--- src/rtl/cbard_pkg.sv ---
`timescale 1ns / 1ps

package cbard_pkg;

	// Register indexes of the configuration port.
	localparam logic CfgIdxShift = 1'b0;
	localparam logic CfgIdxEmit  = 1'b1;

	// Reset values of the configuration registers.
	localparam logic [3:0] ShiftReset = 4'd8;
	localparam logic       EmitReset  = 1'b1;

	// Offset removed from the signed running sample before the shift.
	localparam logic [15:0] SampleOffset = 16'h0040;

	// Class of the word at the input, decoded against the run state.
	typedef enum logic [2:0] {
		KIND_SEED_EMIT  = 3'd0,
		KIND_SEED_QUIET = 3'd1,
		KIND_PAIR       = 3'd2,
		KIND_ABS        = 3'd3,
		KIND_OPEN       = 3'd4,
		KIND_REPEAT     = 3'd5
	} byte_kind_t;

	// Commands from the controller to the datapath.
	typedef struct packed {
		logic take;      // input word accepted, update the run state
		logic second;    // emit the second sample of a nibble pair
		logic repeat_s;  // emit one more sample of a repeat run
		logic out_load;  // load the output register
	} cbard_cmd_t;

	// Status from the datapath to the controller.
	typedef struct packed {
		byte_kind_t kind;
		logic       rep_first_last;  // repeat run of a single sample
		logic       rep_last;        // one repeat sample left
	} cbard_status_t;

	// Sign-extend an 8-bit sample, remove the offset, shift, wrap to 16 bits.
	function automatic logic [15:0] to_pcm(input logic [7:0] s, input logic [3:0] shift);
		logic [15:0] v;
		v = {{8{s[7]}}, s} - SampleOffset;
		return v << shift;
	endfunction

	// Add a signed nibble delta to a sample with 8-bit wrap.
	function automatic logic [7:0] add_nibble(input logic [7:0] s, input logic [3:0] n);
		return s + {{4{n[3]}}, n};
	endfunction

endpackage

--- src/rtl/cbard_ctrl.sv ---
`timescale 1ns / 1ps

module cbard_ctrl (
	input  logic                     clk,
	input  logic                     arst_n,
	input  logic                     in_valid,
	output logic                     in_ready,
	output logic                     out_valid,
	input  logic                     out_ready,
	input  cbard_pkg::cbard_status_t status,
	output cbard_pkg::cbard_cmd_t    cmd
);

	typedef enum logic [2:0] {
		ST_IDLE   = 3'b001,
		ST_SECOND = 3'b010,
		ST_REPEAT = 3'b100
	} state_t;

	state_t state_q;
	state_t state_d;
	logic   out_valid_q;
	logic   slot_free;
	logic   produces;

	// The output register can take a new word when empty or being emptied.
	assign slot_free = !out_valid_q || out_ready;
	assign in_ready  = (state_q == ST_IDLE) && slot_free;
	assign out_valid = out_valid_q;

	// Which input words cause a sample right away.
	always_comb begin
		unique case (status.kind) inside
			cbard_pkg::KIND_SEED_EMIT, cbard_pkg::KIND_PAIR,
			cbard_pkg::KIND_ABS, cbard_pkg::KIND_REPEAT: produces = 1'b1;
			default: produces = 1'b0;
		endcase
	end

	// Next state and commands.
	always_comb begin
		state_d      = state_q;
		cmd.take     = 1'b0;
		cmd.second   = 1'b0;
		cmd.repeat_s = 1'b0;
		unique case (state_q)
			ST_IDLE: begin
				if (in_valid && slot_free) begin
					cmd.take = 1'b1;
					if (status.kind == cbard_pkg::KIND_PAIR) begin
						state_d = ST_SECOND;
					end else if (status.kind == cbard_pkg::KIND_REPEAT
							&& !status.rep_first_last) begin
						state_d = ST_REPEAT;
					end
				end
			end
			ST_SECOND: begin
				if (slot_free) begin
					cmd.second = 1'b1;
					state_d    = ST_IDLE;
				end
			end
			ST_REPEAT: begin
				if (slot_free) begin
					cmd.repeat_s = 1'b1;
					if (status.rep_last) begin
						state_d = ST_IDLE;
					end
				end
			end
			default: state_d = ST_IDLE;
		endcase
		cmd.out_load = (cmd.take && produces) || cmd.second || cmd.repeat_s;
	end

	// State register and output valid flag.
	always_ff @(posedge clk or negedge arst_n) begin
		if (!arst_n) begin
			state_q     <= ST_IDLE;
			out_valid_q <= 1'b0;
		end else begin
			state_q <= state_d;
			if (cmd.out_load) begin
				out_valid_q <= 1'b1;
			end else if (out_ready) begin
				out_valid_q <= 1'b0;
			end
		end
	end

endmodule

--- src/rtl/cbard_dp.sv ---
`timescale 1ns / 1ps

module cbard_dp (
	input  logic                     clk,
	input  logic                     arst_n,
	input  logic [7:0]               code_byte,
	input  logic                     block_start,
	input  logic                     cfg_valid,
	input  logic                     cfg_index,
	input  logic [3:0]               cfg_data,
	input  cbard_pkg::cbard_cmd_t    cmd,
	output cbard_pkg::cbard_status_t status,
	output logic signed [15:0]       sample,
	output logic                     last_of_run
);

	logic [3:0]  shift_q;
	logic        emit_q;
	logic [7:0]  running_q;
	logic [6:0]  pairs_left_q;
	logic [5:0]  rep_left_q;
	logic [15:0] sample_q;
	logic        last_q;
	logic [7:0]  s1;
	logic [7:0]  s2;
	logic [7:0]  pcm_src;
	logic        first_last;

	// Configuration registers.
	always_ff @(posedge clk or negedge arst_n) begin
		if (!arst_n) begin
			shift_q <= cbard_pkg::ShiftReset;
			emit_q  <= cbard_pkg::EmitReset;
		end else if (cfg_valid) begin
			unique case (cfg_index)
				cbard_pkg::CfgIdxShift: shift_q <= cfg_data;
				cbard_pkg::CfgIdxEmit:  emit_q  <= cfg_data[0];
				default: ;
			endcase
		end
	end

	assign first_last = (code_byte[5:0] == 6'd0);

	// Classify the input word; an open pair run takes any non-seed word.
	always_comb begin
		status.rep_first_last = first_last;
		status.rep_last       = (rep_left_q == 6'd1);
		if (block_start) begin
			status.kind = emit_q ? cbard_pkg::KIND_SEED_EMIT : cbard_pkg::KIND_SEED_QUIET;
		end else if (pairs_left_q != 7'd0) begin
			status.kind = cbard_pkg::KIND_PAIR;
		end else if (!code_byte[7]) begin
			status.kind = cbard_pkg::KIND_ABS;
		end else if (!code_byte[6]) begin
			status.kind = cbard_pkg::KIND_OPEN;
		end else begin
			status.kind = cbard_pkg::KIND_REPEAT;
		end
	end

	// Both samples of a nibble pair.
	assign s1 = cbard_pkg::add_nibble(running_q, code_byte[7:4]);
	assign s2 = cbard_pkg::add_nibble(s1, code_byte[3:0]);

	// Run state.
	always_ff @(posedge clk or negedge arst_n) begin
		if (!arst_n) begin
			running_q    <= 8'd0;
			pairs_left_q <= 7'd0;
			rep_left_q   <= 6'd0;
		end else if (cmd.take) begin
			unique case (status.kind)
				cbard_pkg::KIND_SEED_EMIT, cbard_pkg::KIND_SEED_QUIET,
				cbard_pkg::KIND_ABS: begin
					running_q    <= code_byte;
					pairs_left_q <= 7'd0;
				end
				cbard_pkg::KIND_PAIR: begin
					running_q    <= s2;
					pairs_left_q <= pairs_left_q - 7'd1;
				end
				cbard_pkg::KIND_OPEN: begin
					pairs_left_q <= {1'b0, code_byte[5:0]} + 7'd1;
				end
				cbard_pkg::KIND_REPEAT: begin
					rep_left_q <= code_byte[5:0];
				end
				default: ;
			endcase
		end else if (cmd.repeat_s) begin
			rep_left_q <= rep_left_q - 6'd1;
		end
	end

	// Source of the next output sample.
	always_comb begin
		pcm_src = running_q;
		if (cmd.take) begin
			unique case (status.kind)
				cbard_pkg::KIND_PAIR:   pcm_src = s1;
				cbard_pkg::KIND_REPEAT: pcm_src = running_q;
				default:                pcm_src = code_byte;
			endcase
		end
	end

	// Output register.
	always_ff @(posedge clk) begin
		if (cmd.out_load) begin
			sample_q <= cbard_pkg::to_pcm(pcm_src, shift_q);
			if (cmd.take) begin
				if (status.kind == cbard_pkg::KIND_PAIR) begin
					last_q <= 1'b0;
				end else if (status.kind == cbard_pkg::KIND_REPEAT) begin
					last_q <= first_last;
				end else begin
					last_q <= 1'b1;
				end
			end else if (cmd.repeat_s) begin
				last_q <= status.rep_last;
			end else begin
				last_q <= 1'b1;
			end
		end
	end

	assign sample      = sample_q;
	assign last_of_run = last_q;

endmodule

--- src/rtl/control_byte_adpcm_rle_decoder_core.sv ---
`timescale 1ns / 1ps

// Control-byte ADPCM/RLE decoder.
// Input channel (in_valid/in_ready) carries one compressed word per item:
// code_byte and block_start, which marks the seed word of a block.
// Output channel (out_valid/out_ready) carries one PCM sample per word with
// last_of_run set on the final sample caused by an input word.
// Configuration channel (cfg_valid/cfg_ready, always ready): index 0 writes
// sample_shift from cfg_data, index 1 writes emit_seed from cfg_data[0];
// write only while the decoder is idle.
// The first sample of a word is registered and appears in the cycle after
// the word is accepted. A nibble-pair word yields two samples, a repeat word
// 1 to 64 samples, any other word at most one; the controller emits one
// sample per cycle through a single output register while the receiver
// accepts, and run openers and quiet seeds cause no sample.
// Reset clears the running sample and the run state and sets sample_shift
// to 8 and emit_seed to 1. When the receiver stalls, the output word holds
// and the decoder stops, taking no new word until the output register frees.
module control_byte_adpcm_rle_decoder_core (
	input  logic               clk,
	input  logic               arst_n,
	input  logic               in_valid,
	output logic               in_ready,
	input  logic [7:0]         code_byte,
	input  logic               block_start,
	output logic               out_valid,
	input  logic               out_ready,
	output logic signed [15:0] sample,
	output logic               last_of_run,
	input  logic               cfg_valid,
	output logic               cfg_ready,
	input  logic               cfg_index,
	input  logic [3:0]         cfg_data
);

	cbard_pkg::cbard_cmd_t    cmd;
	cbard_pkg::cbard_status_t status;

	assign cfg_ready = 1'b1;

	// Controller state machine.
	cbard_ctrl u_ctrl (
		.clk       (clk),
		.arst_n    (arst_n),
		.in_valid  (in_valid),
		.in_ready  (in_ready),
		.out_valid (out_valid),
		.out_ready (out_ready),
		.status    (status),
		.cmd       (cmd)
	);

	// Sample datapath and configuration registers.
	cbard_dp u_dp (
		.clk         (clk),
		.arst_n      (arst_n),
		.code_byte   (code_byte),
		.block_start (block_start),
		.cfg_valid   (cfg_valid),
		.cfg_index   (cfg_index),
		.cfg_data    (cfg_data),
		.cmd         (cmd),
		.status      (status),
		.sample      (sample),
		.last_of_run (last_of_run)
	);

	// While a sample that is not the last of its word is shown, more samples
	// of that word are pending, so no new input word may be taken.
	a_no_take_mid_run: assert property (@(posedge clk) disable iff (!arst_n)
		out_valid && !last_of_run |-> !in_ready)
		else $error("input accepted while a run is still being emitted");

	// A seed word either emits a single final sample or leaves the output empty.
	a_seed_single: assert property (@(posedge clk) disable iff (!arst_n)
		in_valid && in_ready && block_start |=> !out_valid || last_of_run)
		else $error("seed word produced a non-final sample");

endmodule
--- config.mk ---
export PLATFORM = sky130hd
export DESIGN_NAME = control_byte_adpcm_rle_decoder_core
export DESIGN_NICKNAME = d
export VERILOG_FILES = /design/src/rtl/cbard_pkg.sv /design/src/rtl/cbard_ctrl.sv /design/src/rtl/cbard_dp.sv /design/src/rtl/control_byte_adpcm_rle_decoder_core.sv
export SDC_FILE = /design/constraint.sdc
export NUM_CORES = 1
export LEC_CHECK = 0
export BUFFER_PORTS_ARGS = -buffer_cell sky130_fd_sc_hd__buf_4
export CORE_MARGIN = 2
export CORE_UTILIZATION = 60
export DETAILED_ROUTE_END_ITERATION = 7
export PLACE_DENSITY = 0.77
export SLEW_MARGIN = 20
export SYNTH_ARGS = -nofsm -noshare
export SYNTH_HDL_FRONTEND = slang
export SYNTH_SLANG_ARGS = --single-unit
--- constraint.sdc ---
create_clock -name clk -period 3.8 [get_ports clk]
set_input_delay 0.76 -clock clk [delete_from_list [all_inputs] [get_ports clk]]
set_output_delay 0.76 -clock clk [all_outputs]
set_load 0.01 [all_outputs]
### Word-level counts from Yosys, hierarchy flattened

Index checks and enable logic that the tools add are counted.

* multiply operators: 0
* $add $sub $neg: 6
* shift operators: 1
* muxes and demuxes: 31
* div/mod/pow operators: 0
* bitwise operators: 1
* eq/ne operators: 15
* reduce and logical (&&, ||, !) cells: 24
* $lt $le $gt $ge: 0

Operators with widths (number)
* one-hot mux 8 bit (2 select lines): 2
* 2-to-1 mux 3 bit: 9
* one-hot mux 7 bit (3 select lines): 1
* 2-to-1 mux 6 bit: 3
* adder 8 bit: 2
* left shift 16 x 4 -> 16 bit: 1
* 2-to-1 mux 1 bit: 14
* AND reduction 2 bit: 5
* equality test 3 x 2 -> 1 bit (second input constant): 3
* equality test 3 bit (second input constant): 3
* one-hot mux 3 bit (3 select lines): 1
* subtractor 8 x 8 -> 9 bit (second input constant): 1
* 2-to-1 mux 8 bit: 1
* adder 6 x 1 -> 7 bit (second input constant): 1
* nonzero test 7 bit: 1
* subtractor 7 x 1 -> 7 bit (second input constant): 1
* equality test 3 x 1 -> 1 bit (second input constant): 2
* equality test 6 x 1 -> 1 bit (second input constant): 1
* logical NOT 6 bit: 1
* inequality test 2 x 1 -> 1 bit (second input constant): 3
* nonzero test 2 bit: 3
* subtractor 6 x 1 -> 6 bit (second input constant): 1
* AND reduction 5 bit: 1
* logical AND 1 bit: 4
* other kinds (9): 13

* memories kept: 0
* bits in writable memories: 0
* register bits after elaboration: 47
* bits in latches: 0
* input bits: 19
* ROM bits: 0

### Logic depth before layout (Yosys ltp)

* depth after elaboration: 11
* depth in mapped cells: 14

### Modules after synthesis

A second synthesis with hierarchy kept.

* cell total of the unflattened synthesis: 423
* area total of the unflattened synthesis: 3693.5 sq um

By module, submodules not included
* cbard_dp: area each 3400.8 sq um, cells each 392, instances 1
* cbard_ctrl: area each 281.5 sq um, cells each 29, instances 1
* control_byte_adpcm_rle_decoder_core: area each 11.3 sq um, cells each 2, instances 1

### Worst setup path before layout

No wires, ideal clock.

* path type: input port to flip-flop
* start point: input code_byte[4]
* end point: register u_dp.sample_q[15], in the netlist u_dp.sample[15] (data pin)
* data arrival time: 3.556 ns
* setup slack: 0.077 ns
* stages: 11
* path buffers: 0
* setup time: 0.167 ns
* cell sequence: ha_1 fa_1 a211oi_1 or4_1 o2111ai_1 o311a_2 ha_1 inv_1 mux4_2 and2_4 a221oi_2

* longest elaborated chain between the ends: 5

Ends and longest elaborated chain
* start, declared: RTL line control_byte_adpcm_rle_decoder_core.sv:24 `input logic [7:0] code_byte,`
* adder 8 bit: RTL line cbard_pkg.sv:50 `return s + {{4{n[3]}}, n};`
* one-hot mux 8 bit (2 select lines) (*): RTL line cbard_dp.sv:100 `unique case (status.kind)`
* 2-to-1 mux 8 bit (*): RTL line cbard_dp.sv:99 `if (cmd.take) begin`
* subtractor 8 x 8 -> 9 bit (*): RTL line cbard_pkg.sv:44 `v = {{8{s[7]}}, s} - SampleOffset;`
* left shift 16 x 4 -> 16 bit (*): RTL line cbard_pkg.sv:45 `return v << shift;`
* end signal, assigned: RTL line cbard_dp.sv:111 `sample_q <= cbard_pkg::to_pcm(pcm_src, shift_q);`
* end, declared: RTL line cbard_dp.sv:22 `logic [15:0] sample_q;`

Mark *: on every way between the ends. The rest lies on a longest branch, timed or not.
A chain may end at the register's enable or synchronous reset.

### Worst setup path in the final report

Ends and elaborated chain as after synthesis.

==> results.md <==
- Startpoint types: primary input
- Root buffer cell: clkbuf_8
- YS warnings: 0
- Largest stage delay on the critical path: 0.46 ns
- Actual slew at the worst max-slew pin: 0.856 ns
- Cell Chain, Critical Path: buf_4 > ha_1 > fa_1 > a211oi_2 > or4_1 > o2111ai_1 > o311a_2 > ha_1 > inv_1 > mux4_2 > and2_4 > a221oi_2
- Non-filler instance count after layout: 517
- Input/output buffers: 37
- Maxcap violations: 0
- Proportion of synthesized chip area in sequential cells: 35.3%
- Total routing resource utilization after global routing: 30.1%
- Number of clock sinks seen by CTS: 47
- Summed negative setup slack over all endpoints: 0 ns
- NumNets Final: 483
- Cell type with the highest occurrence count on the critical path: ha_1
- Setup repair after global routing missed its margin: no
- Critical Path Slowest Stage Cell: mux4_2
- Kind of critical path: primary input to flip-flop
- Final period utilization: 94.2%
- Routability cong.: 0.949
- Remaining max-slew budget at the tightest pin: 42.9%
- DRC: 0
- Number of instances in the synthesized netlist: 403
- Diodes inserted: 0
- Final routed wire length divided by cell count: 17.4 um
- Vias: 3336
- TritonCTS buffer count: 5
- Overall power of the completed layout: 3.40 mW
- Proportion of register bits with asynchronous set or reset after synthesis: 63.8%
- Count of routing violations after the opening detailed-route iteration: 359
- Worst hold-check path type: primary input to async pin
- Top library cells by usage in the layout, fill and taps aside: 52 x buf_4, 42 x nor2_1, 35 x o21ai_0
- Most area-hungry cell type in the Yosys netlist: dfrtp_1
- Die Ht: 81.3 um
- Synth Cell Area: 3580 um2
- Setup violators final: 0
- Fill cell instance count of the final layout: 465
- Max Transition Viols Final: 0
- Peak supply drop: 565 uV
- Top achievable clock speed: 279 MHz
- Gate family responsible for the most delay along the worst path: compound AO/OA/AOI/OAI gates
- Boundary Pins: 39
- Slack of the critical path: 0.219 ns
- Share of the synthesized area in the top cell type: 18.9%
- Drt pass-1 iters: 5
- Width of the chip: 81.3 um
- Area growth, synth to finish: 14.0%
- Detailed-placement wirelength estimate: 6710 um
- Initial Utilization: 61.2%
- Setup Buffers After CTS: 0
- Antenna Violating Nets Remaining: 0
- Required time at the endpoint of the critical path: 3.95 ns
- Ranking of synthesized cells by area: dfrtp_1 19%, edfxtp_1 14%, ha_1 7.3%
- Synthesized netlist net count: 445
- Count of cell types in the netlist: 68
- Number of failing hold endpoints at the final stage: 0
- Main flop type after synthesis: dfrtp_1
- Routed WL: 9000 um
- Maximum fanout count along the critical path: 3
- Result of the run: finished, final reports clean
- Maximum level of the CTS H-tree: 2
- Most frequent standard cell in the layout excluding fill and tap cells: buf_4
- Skew-Pair Late Insertion Delay: 0.31 ns
- Detailed-route vias per instance: 6.45
- Die Outline Area: 6600 um2
- Pin count of the biggest net entering global routing: 31
- Number of enable flip-flop cells after synthesis: 17
- Pwr Density: 834 nW/um2
- First-pass GRT wire length: 15100 um
- FP Rows: 28
- CTS tree: done
- Core box area: 5850 um2
- Data arrival time of the critical path: 3.73 ns
- DP Worst Slack: -0.136 ns
- Clock period minus worst slack: 3.58 ns
- Average instance area after synthesis: 8.89 um2
- Number of register bits inferred by synthesis: 47
- Final setup skew: 0.00760 ns
- Antenna violations before repair: 0
- GR Overflow Total: 0
- Ratio of cells with drive above 1 in the final layout: 18.1%
- Number of global-route vias before repair: 3089
- Worst-path clk slew: 0.10 ns
- Crit end category: flip-flop
- Clock Path Buffers: 2
- Placed Cells incl. Taps: 509
- Static leakage: 1.77 nW
- Total buffers and inverters traversed by the critical path: 2
registers in the layout, summed over array words and instances, names as in the netlist:
| register | count |
|---|---|
| u_dp.sample | 16 |
| u_dp.running_q | 8 |
| u_dp.pairs_left_q | 7 |
| u_dp.rep_left_q | 6 |
| u_dp.shift_q | 4 |
| u_ctrl.state_q | 3 |
| u_ctrl.out_valid | 1 |
| u_dp.emit_q | 1 |
| u_dp.last_of_run | 1 |
worst register-to-register path: stages (launching register included):
cell and delay [ns]:
dfrtp_1 0.42, ha_1 0.22, fa_1 0.43, a211oi_2 0.28, or4_1 0.16, o2111ai_1 0.13
o311a_2 0.41, ha_1 0.30, inv_1 0.04, mux4_2 0.46, and2_4 0.18, a221oi_2 0.25
Yosys cell counts (all sizes together), types with 3 or more instances:
| library cell | instances |
|---|---|
| a211oi | 8 |
| a21o | 7 |
| a21oi | 28 |
| a221oi | 5 |
| a22o | 5 |
| a22oi | 5 |
| a31oi | 5 |
| a32oi | 3 |
| and3 | 6 |
| buf | 7 |
| clkbuf | 14 |
| dfrtp | 27 |
| dfstp | 3 |
| edfxtp | 17 |
| ha | 21 |
| inv | 18 |
| mux2 | 4 |
| mux2i | 6 |
| nand2 | 26 |
| nand2b | 3 |
| nand3 | 11 |
| nor2 | 42 |
| nor2b | 7 |
| nor3 | 12 |
| nor3b | 3 |
| nor4 | 5 |
| o211ai | 4 |
| o21ai | 36 |
| o22ai | 5 |
| xnor2 | 11 |
| xor2 | 6 |
report_power, final:
part	internal [mW]	leakage, nW	switching, mW
Sequential	0.750	0.530	0.179
Clock	0.149	0.0474	0.190
Combinational	0.965	1.20	1.17
layer usage:
layer / vias up / track usage (%) / share of wire, % / wire length, um
met2: 170 / 47.1 / 46 / 4180
met4: 0 / 11.5 / 2.6 / 235
li1: 1600 / - / - / -
met3: 24 / 6.33 / 7.8 / 703
met5: - / 0 / 0 / 0
met1: 1542 / 41.0 / 43 / 3890
cell type report:
class	count	area (um2)	area share, %
tap	75	93.8	2.30
clock buffer	6	82.6	2.02
multi-input combinational	315	2160	52.9
timing repair buffer	52	390	9.56
inverter	20	75.1	1.84
sequential	47	1260	31.0
clock inverter	2	16.3	0.399
path summary, 6_finish.rpt:
path / cells after the start / to / slack [ns] / start
max: 12 / u_dp.sample[15]$_DFFE_PP_ / 0.22 / code_byte[4]
min: 1 / u_dp.pairs_left_q[3]$_DFFE_PN0P_ / 0.36 / arst_n
max reg2reg: 11 / u_dp.sample[15]$_DFFE_PP_ / 0.36 / u_dp.running_q[0]$_DFFE_PN0P_
min reg2reg: 1 / u_dp.rep_left_q[4]$_DFFE_PN0P_ / 0.52 / u_dp.rep_left_q[4]$_DFFE_PN0P_
max in group asynchronous: 1 / u_dp.shift_q[3]$_DFFE_PN1P_ / 3.10 / arst_n
min in group clk: 1 / u_dp.rep_left_q[4]$_DFFE_PN0P_ / 0.52 / u_dp.rep_left_q[4]$_DFFE_PN0P_
kinds of logic (layout without fill, tap and decap cells):
family,after synthesis,after routing,synth area share (%)
xor gates and xnor gates,17,17,4.16
other,1,1,0.105
and+or+nand+nor,129,129,18.6
buffers and inverters,41,80,4.54
adders and majority gates,23,23,8.46
muxes,12,12,4.19
AOI/OAI and AO/OA,133,133,24.7
DFF,47,47,35.3
per-stage QoR:
stage                     util, %  hold slack (ns)  cell area (um2)
after CTS                    69.7            0.381             4080
after detailed placement     68.0            0.498             3980
final                        69.8            0.365             4080
after global placement       68.0            0.495             3980
after floorplan                 -            0.464             3580
after global routing         69.8            0.399             4080
what timing repair did:
item | 4_1_cts | 5_1_grt
resized for setup | 0 | 2
endpoints found under the setup margin | 0 | 3
hold buffers | 0 | 0
Note: power is estimated with default switching activity, not from simulation.
